$ cat config.mk
export PLATFORM = sky130hd
export DESIGN_NAME = tcws_front_flat
export DESIGN_NICKNAME = d
export VERILOG_FILES = /design/src/rtl/tcws_pkg.sv /design/src/rtl/tcws_ifs.sv /design/src/rtl/tcws_front.sv /design/src/flat_wrapper.sv
export SDC_FILE = /design/constraint.sdc
export NUM_CORES = 1
export LEC_CHECK = 0
export BUFFER_PORTS_ARGS = -buffer_cell sky130_fd_sc_hd__buf_2
export CAP_MARGIN = 15
export CORE_AREA = 2 2 45 47
export DETAILED_ROUTE_END_ITERATION = 10
export DIE_AREA = 0 0 47 49
export PLACE_DENSITY = 0.92
export SETUP_SLACK_MARGIN = 0.05
export SYNTH_ARGS = -nofsm -noshare
export SYNTH_HDL_FRONTEND = slang
export SYNTH_SLANG_ARGS = --single-unit
export TNS_END_PERCENT = 50
$ cat constraint.sdc
create_clock -name clk -period 3.67 [get_ports clk]
set_input_delay 0 -clock clk [delete_from_list [all_inputs] [get_ports clk]]
set_output_delay 0 -clock clk [all_outputs]
set_load 0.01 [all_outputs]
$ cat src/rtl/tcws_pkg.sv
// Shared constants and types of the text console core.
// No dependencies; every other file uses it by scoped names.
package tcws_pkg;

    localparam int COLUMNS = 80;
    localparam int ROWS    = 16;
    localparam int SIZE    = COLUMNS * ROWS + ROWS - 1;

    // Fixed field widths of the request and result channels.
    localparam int CMD_W  = 1;
    localparam int CHAR_W = 8;
    localparam int IDX_W  = 11;
    localparam int LEN_W  = 11;
    localparam int FILL_W = 7;

    // Internal widths derived from the geometry.
    localparam int POS_W  = $clog2(SIZE);
    localparam int SUM_W  = POS_W + 1;
    localparam int HEAD_W = $clog2(ROWS);
    localparam int CNT_W  = $clog2(ROWS + 1);

    // Request queue between front and back end.
    localparam int QDEPTH = 2;
    localparam int QPTR_W = $clog2(QDEPTH);
    localparam int QCNT_W = $clog2(QDEPTH + 1);

    localparam logic [CMD_W-1:0]  CMD_APPEND = 1'b0;
    localparam logic [CMD_W-1:0]  CMD_READ   = 1'b1;
    localparam logic [CHAR_W-1:0] NEWLINE    = 8'h0A;

    // One classified request as it waits in the queue.
    typedef struct packed {
        logic [CMD_W-1:0]  cmd;
        logic [CHAR_W-1:0] ch;
        logic [IDX_W-1:0]  idx;
        logic              wrap;   // a newline goes in before ch
        logic [FILL_W-1:0] fill;   // line fill after this request
    } entry_t;

endpackage

$ cat src/rtl/tcws_ifs.sv
// Valid/ready channel interfaces of the text console core.
// Depends on tcws_pkg for field widths.
interface tcws_in_if;
    logic                        valid;
    logic                        ready;
    logic [tcws_pkg::CMD_W-1:0]  cmd;
    logic [tcws_pkg::CHAR_W-1:0] char_in;
    logic [tcws_pkg::IDX_W-1:0]  read_index;

    modport source (output valid, cmd, char_in, read_index, input ready);
    modport sink   (input valid, cmd, char_in, read_index, output ready);
endinterface


$ cat src/rtl/tcws_front.sv
// Front end: accepts requests, tracks the line fill, flags wraps.
// Depends on tcws_pkg and tcws_in_if.
module tcws_front (
    input  logic              clk,
    input  logic              rst_n,
    tcws_in_if.sink           request,
    input  logic              q_ready,
    output logic              q_push,
    output tcws_pkg::entry_t  q_entry
);

    logic [tcws_pkg::FILL_W-1:0] fill_reg;
    logic [tcws_pkg::FILL_W-1:0] fill_next;
    logic                        line_full;
    logic                        is_nl;
    logic                        wrap;

    assign request.ready = q_ready;
    assign q_push        = request.valid && q_ready;

    assign line_full = fill_reg >= tcws_pkg::FILL_W'(tcws_pkg::COLUMNS);
    assign is_nl     = request.char_in == tcws_pkg::NEWLINE;
    assign wrap      = (request.cmd == tcws_pkg::CMD_APPEND) && line_full && !is_nl;

    always_comb
    begin
        fill_next = fill_reg;
        if (request.cmd == tcws_pkg::CMD_APPEND)
        begin
            priority if (is_nl)
                fill_next = '0;
            else if (wrap)
                fill_next = tcws_pkg::FILL_W'(1);
            else if (!line_full)
                fill_next = fill_reg + 1'b1;
        end
    end

    always_comb
    begin
        q_entry.cmd  = request.cmd;
        q_entry.ch   = request.char_in;
        q_entry.idx  = request.read_index;
        q_entry.wrap = wrap;
        q_entry.fill = fill_next;
    end

    always_ff @(posedge clk or negedge rst_n)
    begin
        if (!rst_n)
            fill_reg <= '0;
        else if (q_push)
            fill_reg <= fill_next;
    end

endmodule

$ cat src/flat_wrapper.sv
// flat-port wrapper written by rule: the top's interface ports become plain ports
module tcws_front_flat 
  (clk, rst_n, q_ready, q_push, q_entry, request_valid, request_cmd, request_char_in, request_read_index, request_ready);
  tcws_in_if request_i ();
  input  logic clk;
  input  logic rst_n;
  input  logic q_ready;
  output logic q_push;
  output tcws_pkg::entry_t q_entry;
  input wire logic [$bits(request_i.valid)-1:0] request_valid;
  input wire logic [$bits(request_i.cmd)-1:0] request_cmd;
  input wire logic [$bits(request_i.char_in)-1:0] request_char_in;
  input wire logic [$bits(request_i.read_index)-1:0] request_read_index;
  output wire logic [$bits(request_i.ready)-1:0] request_ready;
  assign request_i.valid = request_valid;
  assign request_i.cmd = request_cmd;
  assign request_i.char_in = request_char_in;
  assign request_i.read_index = request_read_index;
  assign request_ready = request_i.ready;
  tcws_front u_core (.clk(clk), .rst_n(rst_n), .request(request_i), .q_ready(q_ready), .q_push(q_push), .q_entry(q_entry));
endmodule
* Yosys cells after proc, flatten, opt, wreduce, memory -nomap -nowiden
Cells that the tools add are included.
Word-level totals: register bits 7, output and inout port bits 30, bits of input ports 24
Operators by class: equality and inequality tests 1, bitwise gates (word level) 1, reduce and logical (&&, ||, !) cells 4, mux-type cells 4, magnitude comparators 1, add/subtract/negate cells 1
Operator list (number):
- $mux 7 | 4
- $eq 8x4->1 const B | 1
- $add 7x1->7 const B | 1
- $ge 7x7->1 const B | 1
- $logic_and 1x1->1 | 3
- $logic_not 1->1 | 1
- $not 1->1 | 1

* Depth between registers and ports, before layout
depth after elaboration 6, mapped depth 5, mapped depth without buffers 5

* Least setup slack after synthesis
No wires, ideal clock.
kind flip-flop to output port, start point register u_core.fill_reg[4] (netlist name), end point output port q_entry[2] (netlist name), slack 2.369 ns, buffers on the path 0, arrival time 1.301 ns, stages on the path, launching flop included 5, cells stage by stage dfrtp_1 > o21a_1 > a211oi_2 > nand2_1 > mux2i_1
RTL lines:
- start, declared | RTL line tcws_front.sv:12 | logic [tcws_pkg::FILL_W-1:0] fill_reg;
- start signal, assigned | RTL line tcws_front.sv:53 | fill_reg <= fill_next;
- end, declared | RTL line flat_wrapper.sv:9 | output tcws_pkg::entry_t q_entry;

==> impl_metrics.yaml <==
synthesis:
  synth_top_area_share_pct: 23.8
  synth_area_per_cell_um2: 7.92
  ys_types: 27
  ys_warn_count: 0
  synth_nets: 119
  synth_top_area_cell: "dfrtp_1"
  synth_area_um2: 737
  ys_seq_area_share_pct: 23.8
  yosys-top-cells-area: "dfrtp_1 24%, buf_4 22%, nand2_1 8.1%"
  syn_inst: 93
  ys_ff_latch: 7
hold_path:
  holdCritPathClass: "in2out"
clock_tree:
  tritoncts: "done"
  cts_num_sinks: 7
  numCtsBuffers: 3
  ctsResizeCount: 0
  cts_buffer_depth: 2
  clkTransAtPathRegs_ns: 0.05
  h-tree-depth: 1
  post_cts_buffers: 0
  clock_latency_ns: 0.25
  clk_root_buffer_cell: "clkbuf_4"
  cts_hold_buf: 1
timing:
  slew_headroom_pct: 71.8
  holdWs_ns: 0.00000445
  fin_tns_setup_ns: 0
  finalSetupViolations: 0
  fin_worst_skew_ns: 0.000731
  rsz0062_at_grt: "no"
  period_minus_slack_ns: 1.76
  post-route-period-util_pct: 47.9
  worst_pin_slew_ns: 0.422
  fmaxAchievable_mhz: 569
  drv_slew: 0
  timing_hold_violations_final: 0
power_and_ir_drop:
  irDropWorstVdd_mv: 0.269
  power.density_nw_per_um2: 591
  p_leak_nw: 0.387
routing:
  wl_met3_um: 151
  dr.pass1.iters: 4
  ant_nets: 0
  wl_per_cell_um: 11.8
  route.met2.wl_um: 778
  met1Wirelength_um: 627
  drt_iter0_markers: 18
  num_vias: 699
  vias_per_cell: 5.30
  routed_wl_um: 1560
  top_layer_used: "met3"
  drc: 0
die:
  rows: 16
  ios: 54
  coreArea_um2: 1840
  die_x_um: 47
  die_h_um: 49
  initial_core_util_pct: 40.0
  die_area_um2: 2300
flow_run:
  drv_cap: 0
finish:
  drive_gt1_share_pct: 36.2
  synthToLayoutAreaGrowth_pct: 7.13
  nNetsFinal: 132
  final_area_um2: 790
  mostFrequentLayoutCells: "31 x buf_2, 16 x nand2_1, 9 x nand3_1"
  antenna_cells: 0
  final_common_cell: "buf_2"
  largest_register_ffs: 7
global_route:
  overflow: 0
  grt_use_total_pct: 13.9
  antenna_found_initial: 0
  grt_start_max_net_pins: 17
  grt_pass1_wl_um: 2490
  grt_pass1_vias: 631
placed_design:
  dp_hpwl_um: 1250
  portBuffers: 31
  gp_congestion: 0.812
  placed_area_um2: 753
critical_path:
  cp_data_arrival_time_ns: 1.76
  crit_fanout: 7
  required_ns: 3.67
  critPathKind: "reg2out"
  worstSetupStartpointType: "flip-flop"
  end_kind: "output port"
status:
  status: "complete, no violations"
-- per-stage QoR --
stage / total power, W / std cells / worst slack, ns / util (%)
finish: 0.000467 / 132 / 1.91 / 42.9
global route: 0.000505 / 132 / 1.76 / 42.9
CTS: 0.000467 / 132 / 1.92 / 42.9
detailed placement: 0.000396 / 127 / 2.18 / 40.9
global placement: 0.000384 / 127 / 2.24 / 40.9
floorplan: 0.000330 / 93 / 2.37 / -
-- layer usage --
layer | vias to the layer above | GRT usage [%]
li1 | 335 | -
met2 | 40 | 24.0
met5 | - | 0
met1 | 324 | 16.4
met4 | 0 | 3.70
met3 | 0 | 3.33
-- report_power, final --
group	internal [W]	switching [W]	total, W	leakage (nW)
Clock	0.0000416	0.0000298	0.0000713	0.0150
Sequential	0.000104	0.0000397	0.000144	0.0775
Combinational	0.000110	0.000142	0.000252	0.294
-- cell families after synthesis --
group                      count (synthesis)  synth area share, %
DFF                                        7                 23.8
buffers and inverters                     27                 25.0
adders and majority gates                  2                 3.40
and+or+nand+nor                           36                 25.8
AOI/OAI and AO/OA                         20                 20.7
muxes                                      1                 1.36
-- final cells by class --
type / count / area (um2)
fillers: 196 / 1050
multi-input cells: 59 / 378
flip-flops and latches: 7 / 175
repair buffers: 32 / 165
well taps: 27 / 33.8
clock buffers: 4 / 26.3
inverters: 3 / 11.3
-- synthesized netlist by cell type (all sizes together) --
cell type and count:
clkbuf 2, nand2 16, o211ai 3, and3b 1, nor4 2, a21o 2
a21oi 3, mux2i 1, a22o 2, buf 22, nand3 9, nand2b 1
o21a 1, dfrtp 7, a211oi 1, nor3 2, ha 2, and2 1
o21ai 5, o311ai 1, nor2b 1, nor2 2, inv 3, and4bb 1
o22a 2
-- critical path, stage by stage (launching register included) --
cell	delay, ns
dfrtp_1	0.44
o21a_1	0.28
a211oi_2	0.42
nand2_1	0.10
mux2i_1	0.12
buf_2	0.14
-- final timing paths --
check,slack [ns],start,cells after the start,end
min reg2reg,0.57,u_core.fill_reg[0],2,u_core.fill_reg[0]
min in group asynchronous,0.11,rst_n,2,u_core.fill_reg[3]
max,1.91,u_core.fill_reg[4],5,q_entry[2]
max in group asynchronous,3.40,rst_n,2,u_core.fill_reg[6]
max reg2reg,2.15,u_core.fill_reg[4],4,u_core.fill_reg[2]
min,0.000004,request_read_index[4],0,q_entry[12]
Note: power is estimated with default switching activity, not from simulation.
