==> src/rtl/tcws_pkg.sv <==
// Shared constants and types of the text console core.
// No dependencies; every other file uses it by scoped names.
package tcws_pkg;

    localparam int COLUMNS = 80;
    localparam int ROWS    = 16;
    localparam int SIZE    = COLUMNS * ROWS + ROWS - 1;

    // Fixed field widths of the request and result channels.
    localparam int CMD_W  = 1;
    localparam int CHAR_W = 8;
    localparam int IDX_W  = 11;
    localparam int LEN_W  = 11;
    localparam int FILL_W = 7;

    // Internal widths derived from the geometry.
    localparam int POS_W  = $clog2(SIZE);
    localparam int SUM_W  = POS_W + 1;
    localparam int HEAD_W = $clog2(ROWS);
    localparam int CNT_W  = $clog2(ROWS + 1);

    // Request queue between front and back end.
    localparam int QDEPTH = 2;
    localparam int QPTR_W = $clog2(QDEPTH);
    localparam int QCNT_W = $clog2(QDEPTH + 1);

    localparam logic [CMD_W-1:0]  CMD_APPEND = 1'b0;
    localparam logic [CMD_W-1:0]  CMD_READ   = 1'b1;
    localparam logic [CHAR_W-1:0] NEWLINE    = 8'h0A;

    // One classified request as it waits in the queue.
    typedef struct packed {
        logic [CMD_W-1:0]  cmd;
        logic [CHAR_W-1:0] ch;
        logic [IDX_W-1:0]  idx;
        logic              wrap;   // a newline goes in before ch
        logic [FILL_W-1:0] fill;   // line fill after this request
    } entry_t;

endpackage

==> src/rtl/tcws_queue.sv <==
// Short request queue that decouples the front and back ends.
// Depends on tcws_pkg.
module tcws_queue (
    input  logic              clk,
    input  logic              rst_n,
    input  logic              push,
    input  tcws_pkg::entry_t  push_entry,
    output logic              push_ready,
    output logic              head_valid,
    output tcws_pkg::entry_t  head_entry,
    input  logic              pop
);

    tcws_pkg::entry_t              slots_reg [tcws_pkg::QDEPTH];
    logic [tcws_pkg::QPTR_W-1:0]   wr_ptr_reg;
    logic [tcws_pkg::QPTR_W-1:0]   rd_ptr_reg;
    logic [tcws_pkg::QCNT_W-1:0]   count_reg;
    logic [tcws_pkg::QCNT_W-1:0]   count_next;
    logic                          do_push;
    logic                          do_pop;

    assign push_ready = count_reg != tcws_pkg::QCNT_W'(tcws_pkg::QDEPTH);
    assign head_valid = count_reg != '0;
    assign head_entry = slots_reg[rd_ptr_reg];

    assign do_push = push && push_ready;
    assign do_pop  = pop && head_valid;

    always_comb
    begin
        count_next = count_reg + tcws_pkg::QCNT_W'(do_push)
                               - tcws_pkg::QCNT_W'(do_pop);
    end

    function automatic logic [tcws_pkg::QPTR_W-1:0] ptr_inc(
        input logic [tcws_pkg::QPTR_W-1:0] p);
        return (p == tcws_pkg::QPTR_W'(tcws_pkg::QDEPTH - 1)) ? '0 : p + 1'b1;
    endfunction

    always_ff @(posedge clk or negedge rst_n)
    begin
        if (!rst_n)
        begin
            wr_ptr_reg <= '0;
            rd_ptr_reg <= '0;
            count_reg  <= '0;
        end
        else
        begin
            if (do_push)
                wr_ptr_reg <= ptr_inc(wr_ptr_reg);
            if (do_pop)
                rd_ptr_reg <= ptr_inc(rd_ptr_reg);
            count_reg <= count_next;
        end
    end

    always_ff @(posedge clk)
    begin
        if (do_push)
            slots_reg[wr_ptr_reg] <= push_entry;
    end

endmodule

==> config.mk <==
export PLATFORM = sky130hd
export DESIGN_NAME = tcws_queue
export DESIGN_NICKNAME = d
export VERILOG_FILES = /design/src/rtl/tcws_pkg.sv /design/src/rtl/tcws_queue.sv
export SDC_FILE = /design/constraint.sdc
export NUM_CORES = 1
export LEC_CHECK = 0
export ABC_AREA = 1
export BUFFER_PORTS_ARGS = -buffer_cell sky130_fd_sc_hd__buf_2
export CAP_MARGIN = 20
export CORE_ASPECT_RATIO = 0.9
export CORE_MARGIN = 2
export CORE_UTILIZATION = 39
export DETAILED_ROUTE_END_ITERATION = 16
export PLACE_DENSITY = 0.69
export SYNTH_ARGS = -nofsm -noshare
export SYNTH_HDL_FRONTEND = slang
export SYNTH_SLANG_ARGS = --single-unit
==> constraint.sdc <==
create_clock -name clk -period 4.35 [get_ports clk]
set_input_delay 0.435 -clock clk [delete_from_list [all_inputs] [get_ports clk]]
set_output_delay 0.435 -clock clk [all_outputs]
set_load 0.005 [all_outputs]
; Word level (Yosys, flattened, before mapping)
; Memories as Yosys holds them, arrays and structs flattened.
; Index checks and enable logic that the tools add are counted.
[word_totals]
input_bits = 32
ram_bits = 56
mem_count = 1
register_bits = 4
output_inout_bits = 30
[op_classes]
mux = 4
addsub = 4
eq_ne = 1
n_reduce_logical = 3
[mem_list]
columns = memory, words, width, read_ports, rd_clocked_by_memory_dff, wr, line
row1 = slots_reg, 2, 28, 1, 0, 1, tcws_queue.sv:14  ; tcws_pkg::entry_t slots_reg [tcws_pkg::QDEPTH];
[ops]
columns = operator, n
row1 = $mux W1, 4
row2 = $add A1 B1 Y1 const B, 2
row3 = $add A2 B1 Y2, 1
row4 = $logic_and A1 B1 Y1, 2
row5 = $ne A2 B2 Y1 const B, 1
row6 = $reduce_bool A2 Y1, 1
row7 = $sub A2 B1 Y2, 1

; Longest topological paths before layout
; Gate-level depths: netlist (run 1).
[logic_depth]
depth_word = 4
mapped_depth = 12

; Worst setup path after synthesis (run 1)
; No wires, ideal clock.
[synth_timing]
kind = register -> register
from = reg count_reg[1] (netlist name)
to = mem slots_reg[0][0] (netlist name) (enable)
t_required_ns = 3.937
n_path_buf = 0
path_stages_with_launch = 4
setup_slack_ns = 2.144
arrival_ns = 1.793
path_cell_list = dfrtp_1 > nand2_2 > nand2_2 > nor2_1
[synth_via]
elab_chain_len = 4
[synth_rtl]
columns = element, line
row1 = start: declaration, tcws_queue.sv:17  ; logic [tcws_pkg::QCNT_W-1:0] count_reg;
row2 = start signal: assignment, tcws_queue.sv:54  ; count_reg <= count_next;
row3 = $ne A2 B2 Y1, tcws_queue.sv:22  ; assign push_ready = count_reg != tcws_pkg::QCNT_W'(tcws_pkg::QDEPTH);
row4 = named net push_ready, tcws_queue.sv:8  ; output logic push_ready,
row5 = $logic_and A1 B1 Y1, tcws_queue.sv:26  ; assign do_push = push && push_ready;
row6 = $mux W1, tcws_queue.sv:60  ; if (do_push)
row7 = $mux W1 (not written as such), tcws_queue.sv:61  ; slots_reg[wr_ptr_reg] <= push_entry;
row8 = end: declaration, tcws_queue.sv:14
; The timed path passes the listed nets, and every way through them passes these cells.

==> metrics.md, run 1 <==
| Metric | Value |
|---|---|
| Period utilisation layout | 59.60% |
| Fmax achieved | 385.7 MHz |
| Met3 wire length | 294 µm |
| Max FFs per register | 56 |
| Status | complete, no violations |
| Setup violations, final | 0 |
| Area share of the largest cell type after synthesis | 73.97% |
| Antenna Violating Nets Remaining | 0 |
| Pre-CTS setup slack | 2.071 ns |
| Crit Path Class | reg -> out |
| Synthesized area per cell | 12.77 µm² |
| Core region area | 5660 µm² |
| Most numerous cell in the Yosys netlist | nand2_1 |
| DRC viols | 0 |
| Clock Sinks | 60 |
| Met2 WL | 1957 µm |
| Max Used Layer | met4 |
| Synth area leader | edfxtp_1 |
| Die area | 6457 µm² |
| HPWL Detailed | 2509 µm |
| Reg2Reg Depth | 2 |
| Ant. Diodes | 0 |
| Synth Register Bits | 60 |
| Layout cells sized above 1 | 32.00% |
| EDFF count, synth | 56 |
| First-pass GRT wire length | 6258 µm |
| Largest net degree at the start of global routing | 30 |
| GRT Overall Usage | 13.01% |
| Pins Over Slew Limit | 0 |
| Initial antenna violation count | 0 |
| H-Tree Depth | 3 |
| Leakage power | 1.235 nW |
| Worst Hold Depth | 1 |
| Routability Congestion | 0.7874 |
| First-pass DRT Iterations | 4 |
| Die Ht | 76.43 µm |
| Multi-input gate area | 429.2 µm² |
| DIE WIDTH | 84.48 µm |
| Reg area | 1782 µm² |
| Util after Layout | 49.49% |
| Iteration-0 DRC Markers | 101 |
| Area grow syn2layout | 23.23% |
| Post-route cell area | 2801 µm² |
| Hold_buf cts | 1 |
| Crit-path max FO | 29 |
| Grt ovf | 0 |
| Min cycle time layout | 2.592 ns |
| Worst hold margin | 0.2886 ns |
| Mapped Cells | 178 |
| Row count | 26 |
| Max-Cap Viols | 0 |
| Area of placed instances | 2634 µm² |
| Critical Path Sink Type | output port |
| Mapped cell area | 2273 µm² |
| Fin. Hold Viols | 0 |
| Worst slew pin tran | 0.9667 ns |
| Syn nets | 211 |
| Resized cells post-CTS | 0 |
| I/O pin total | 62 |
| Cell area power density | 632.6 nW/µm² |
| Layout fillers | 518 |
| Arr. time, crit path | 2.16 ns |
| Met1 Wirelength | 1596 µm |
| Most instantiated cells after synthesis | 91 x nand2_1, 56 x edfxtp_1, 6 x inv_1 |
| Worst hold path class | in -> reg |
| Initial Util | 40.16% |
| Max IR drop VDD | 0.3800 mV |
| Post-synth top flop | edfxtp_1 |
| Clock-pin slew on the worst setup and hold paths | 0.06 ns |
| NumNets Final | 278 |
| Vias per cell | 4.450 |
| Async SR Flop Fraction | 6.667% |
| CTS tree | done |
| Post-placement cell count | 303 |
| CTS max path bufs | 2 |
| Root buffer selected by CTS | clkbuf_8 |
| Pwr Total | 1.772 mW |
| Seq/Total Area, Yosys | 78.37% |
| TritonCTS Buffers | 9 |
| Routed wire length | 3910 µm |
| Drt wl/cell | 12.22 µm |
| Clock latency on the worst-skew pair | 0.33 ns |
| Req. time, crit path | 3.91 ns |
| PnR worst setup slack | 1.758 ns |
| Finished Layout Cells | 320 |
| Post-CTS setup buffers | 0 |
| Clock Skew | 0.005072 ns |
| Top post-synthesis cells by area | edfxtp_1 74%, nand2_1 15%, dfrtp_1 4.4% |
| Post-synth cell types | 16 |
| Post-route setup TNS | 0 ns |
| Via Count | 1,424 |
| Setup crit start kind | register |
| Port Buffer Count | 61 |
| Worst rel slew slack | 35.55% |
| Warning count from the yosys run | 0 |
| RSZ-0062 raised after global routing | false |
| Vias in the first global route | 1,352 |
## power breakdown
group / internal [mW] / leakage [nW] / switching (mW)
sequential: 0.792 / 0.567 / 0.0834
combinational: 0.198 / 0.587 / 0.307
clock: 0.197 / 0.0813 / 0.195
total: 1.19 / 1.23 / 0.586
## cell families after synthesis
family,Yosys count,share of synthesized area (%)
buf+inv,14,3.302
fa+ha+maj,1,0.5503
compound gates,2,0.4399
flops,60,78.37
simple gates,100,16.95
xor+xnor,1,0.3853
## path summary, 6_finish.rpt
kind	startpoint	endpoint	slack, ns
setup reg to reg	rd_ptr_reg$_DFFE_PN0P_	rd_ptr_reg$_DFFE_PN0P_	2.48
min in group asynchronous	rst_n	count_reg[0]$_DFF_PN0_	0.44
max in group asynchronous	rst_n	rd_ptr_reg$_DFFE_PN0P_	3.78
hold reg to reg	wr_ptr_reg$_DFFE_PN0P_	wr_ptr_reg$_DFFE_PN0P_	0.59
hold / removal	push_entry[17]	slots_reg[1][17]$_DFFE_PP_	0.29
setup / recovery	rd_ptr_reg$_DFFE_PN0P_	head_entry[6]	1.76
## cells in the final DEF (no fill, tap or decap), types with 2 or more instances in the layout
cell type / netlist / final
edfxtp_1: 56 / 56
dfrtp_1: 4 / 4
clkinv_2: 0 / 3
buf_2: 0 / 61
clkinv_1: 0 / 3
nor2_1: 4 / 3
clkbuf_8: 0 / 9
inv_1: 6 / 6
nor2_4: 0 / 2
nand2_2: 2 / 2
nand3_1: 2 / 2
inv_2: 2 / 2
nand2_1: 91 / 91
## routing by layer
metal  vias to the layer above  track usage (%)
met5                         -                0
met4                         0            5.238
met3                         9            6.934
met2                        44            21.57
met1                       652            13.88
li1                        719                -
## area by class of cell
type / instances / share of cell area [%]
clock buffers: 9 / 4.422
well taps: 70 / 3.126
repair buffers: 62 / 11.25
clock inverters: 7 / 1.206
flip-flops and latches: 60 / 63.60
multi-input cells: 104 / 15.32
inverters: 8 / 1.072
## critical path, stage by stage (launching register included)
cell and delay, ns:
dfrtp_1 0.97, inv_2 0.46, nand2_1 0.16, nand2_1 0.08, buf_2 0.13
Power figures use the tool's default switching activity.
==> run 2: changes to the inputs <==
==> constraint.sdc (replaced) <==
create_clock -name clk -period 2.5 [get_ports clk]
set_input_delay 0.25 -clock clk [delete_from_list [all_inputs] [get_ports clk]]
set_output_delay 0.25 -clock clk [all_outputs]
set_load 0.005 [all_outputs]
==> metrics.md, run 2 (same netlist as run 1, synthesis figures left out) <==
| Metric | Value |
|---|---|
| GRT Overall Usage | 12.95% (-0.058 points) |
| Sw Ratio | 30.78% (-2.3 points) |
| Finished Layout Cells | 322 (+0.63%) |
| Register-to-register setup slack | 0.83 ns (-1.65 ns) |
| Req. time, crit path | 2.25 ns (-1.66 ns) |
| TritonCTS Buffers | 9 (unchanged) |
| CTS max path bufs | 2 (unchanged) |
| Leakage power | 1.269 nW (+2.8%) |
| Drt wl/cell | 11.77 µm (-3.7%) |
| Most common cell after layout, fill and taps aside | nand2_1 |
| Max FFs per register | 56 (unchanged) |
| Clock latency on the worst-skew pair | 0.33 ns (about the same) |
| Fmax achieved | 593.9 MHz |
| Status | complete, no violations |
| Via Count | 1,412 (-0.84%) |
| Ant. Diodes | 0 (unchanged) |
| RSZ-0062 raised after global routing | false |
| Worst rel slew slack | 46.57% (+11 points) |
| Hold_buf cts | 1 (unchanged) |
| Initial antenna violation count | 0 (unchanged) |
| Period utilisation layout | 67.35% |
| Area grow syn2layout | 25.98% |
| Antenna Violating Nets Remaining | 0 (unchanged) |
| Critical Path End | head_entry[25] |
| Post-CTS setup buffers | 0 (unchanged) |
| H-Tree Depth | 3 (unchanged) |
| DIE WIDTH | 84.48 µm (unchanged) |
| Post-placement cell count | 305 (+0.66%) |
| Core region area | 5660 µm² (unchanged) |
| Initial Util | 40.16% (unchanged) |
| Resized cells post-CTS | 0 (unchanged) |
| HPWL Detailed | 2517 µm (+0.31%) |
| Cell area power density | 1151 nW/µm² (+82%) |
| First-pass GRT wire length | 6147 µm (-1.8%) |
| Clock Sinks | 60 (unchanged) |
| Util after Layout | 50.60% (+1.1 points) |
| Min cycle time layout | 1.684 ns |
| Die area | 6457 µm² (unchanged) |
| Crit Path Class | reg -> out |
| Clock-pin slew on the worst setup and hold paths | 0.06 ns (about the same) |
| Setup violations, final | 0 (unchanged) |
| Clock Skew | 0.005405 ns (+0.0003331 ns) |
| Pins Over Slew Limit | 0 (unchanged) |
| DRC viols | 0 (unchanged) |
| Arr. time, crit path | 1.43 ns (-0.73 ns) |
| Routability Congestion | 0.7921 (+0.60%) |
| Setup crit start kind | register |
| Sequential share of power | 44.0% (-5.4 points) |
| Fin. Hold Viols | 0 (unchanged) |
| Multi-input gate area | 429.2 µm² (unchanged) |
| Gate power share | 29.3% (+0.8 points) |
| Net Switching | 1.015 mW (+73%) |
| Grt ovf | 0 (unchanged) |
| Worst hold path class | in -> reg |
| Row count | 26 (unchanged) |
| Port Buffer Count | 61 (unchanged) |
| Launch point of the worst path | rd_ptr_reg$_DFFE_PN0P_ |
| Iteration-0 DRC Markers | 85 (-16%) |
| R2R Path End | slots_reg[0][18]$_DFFE_PP_ |
| Clock power frac | 26.6% (+4.5 points) |
| NumNets Final | 280 (+0.72%) |
| Reg2Reg Depth | 3 (+1) |
| Critical R2R Launch | count_reg[1]$_DFF_PN0_ |
| Post-route setup TNS | 0 ns (unchanged) |
| Worst slew pin tran | 0.7996 ns (-0.1671 ns) |
| Crit-path max FO | 29 (unchanged) |
| Vias per cell | 4.385 (-1.5%) |
| I/O pin total | 62 (unchanged) |
| Max IR drop VDD | 0.5947 mV (+57%) |
| Vias in the first global route | 1,374 (+1.6%) |
| Routed wire length | 3790 µm (-3.1%) |
| Layout fillers | 530 (+2.3%) |
| Reg area | 1782 µm² (unchanged) |
| Critical Path Sink Type | output port |
| Root buffer selected by CTS | clkbuf_8 |
| Max-Cap Viols | 0 (unchanged) |
| CTS tree | done |
| First-pass DRT Iterations | 6 (+2) |
| Largest net degree at the start of global routing | 30 (unchanged) |
| Layout cells sized above 1 | 32.54% (+0.54 points) |
| Most frequent cells in the layout | 91 x nand2_1, 61 x buf_2, 56 x edfxtp_1, 9 x clkbuf_8, 6 x inv_1 |
| Die Ht | 76.43 µm (unchanged) |
| Pint | 2.281 mW (+92%) |
-- run 2: power groups by stage --
| stage | sequential (mW) | clock [mW] | combinational (mW) |
|---|---|---|---|
| 4_1_cts | 1.45 | 0.899 | 0.998 |
| 6_report | 1.45 | 0.878 | 0.967 |
| 2_1_floorplan | 1.46 | 0 | 0.608 |
| 3_5_place_dp | 1.47 | 0 | 0.994 |
| 3_3_place_gp | 1.46 | 0 | 0.973 |
| 5_1_grt | 1.47 | 0.945 | 1.13 |
-- run 2: final cells by class --
| cell class | instances | share of cell area (%) |
|---|---|---|
| inverters | 8 | 1.048 |
| multi-input cells | 104 | 14.98 |
| well taps | 70 | 3.058 |
| clock inverters | 7 | 2.840 |
| repair buffers | 64 | 11.53 |
| flip-flops and latches | 60 | 62.21 |
| clock buffers | 9 | 4.325 |
-- run 2: worst min-delay path by stage --
stage,from,to,depth (start not counted)
floorplan,rst_n,count_reg[0]$_DFF_PN0_,0
global placement,rst_n,count_reg[0]$_DFF_PN0_,1
detailed placement,rst_n,count_reg[0]$_DFF_PN0_,1
CTS,push_entry[0],slots_reg[0][0]$_DFFE_PP_,1
global route,push_entry[26],slots_reg[1][26]$_DFFE_PP_,1
finish,push_entry[6],slots_reg[1][6]$_DFFE_PP_,1
-- run 2: per-layer routing --
| layer | global-route usage, % | vias to the layer above | wire (µm) |
|---|---|---|---|
| met5 | 0 | - | 0 |
| met3 | 7.151 | 11 | 308 |
| met2 | 21.65 | 43 | 1913 |
| met1 | 13.33 | 631 | 1491 |
| met4 | 5.556 | 0 | 76 |
| li1 | - | 727 | - |
-- run 2: critical path, stage by stage, from the launching register on --
cell and delay, ns:
dfrtp_1 0.38, inv_2 0.38, nand2_1 0.11, nand2_1 0.10, buf_2 0.11
-- run 2: metrics by stage --
stage | power (mW) | area [µm²] | setup slack (ns) | hold slack (ns)
after floorplan | 2.068 | 2273 | 0.2942 | -0.04559
after global placement | 2.438 | 2649 | 0.8677 | 0.06462
after detailed placement | 2.465 | 2649 | 0.8044 | 0.06433
after CTS | 3.349 | 2864 | 0.7747 | 0.08449
after global routing | 3.544 | 2864 | 0.6404 | 0.08375
final | 3.296 | 2864 | 0.8163 | 0.1030
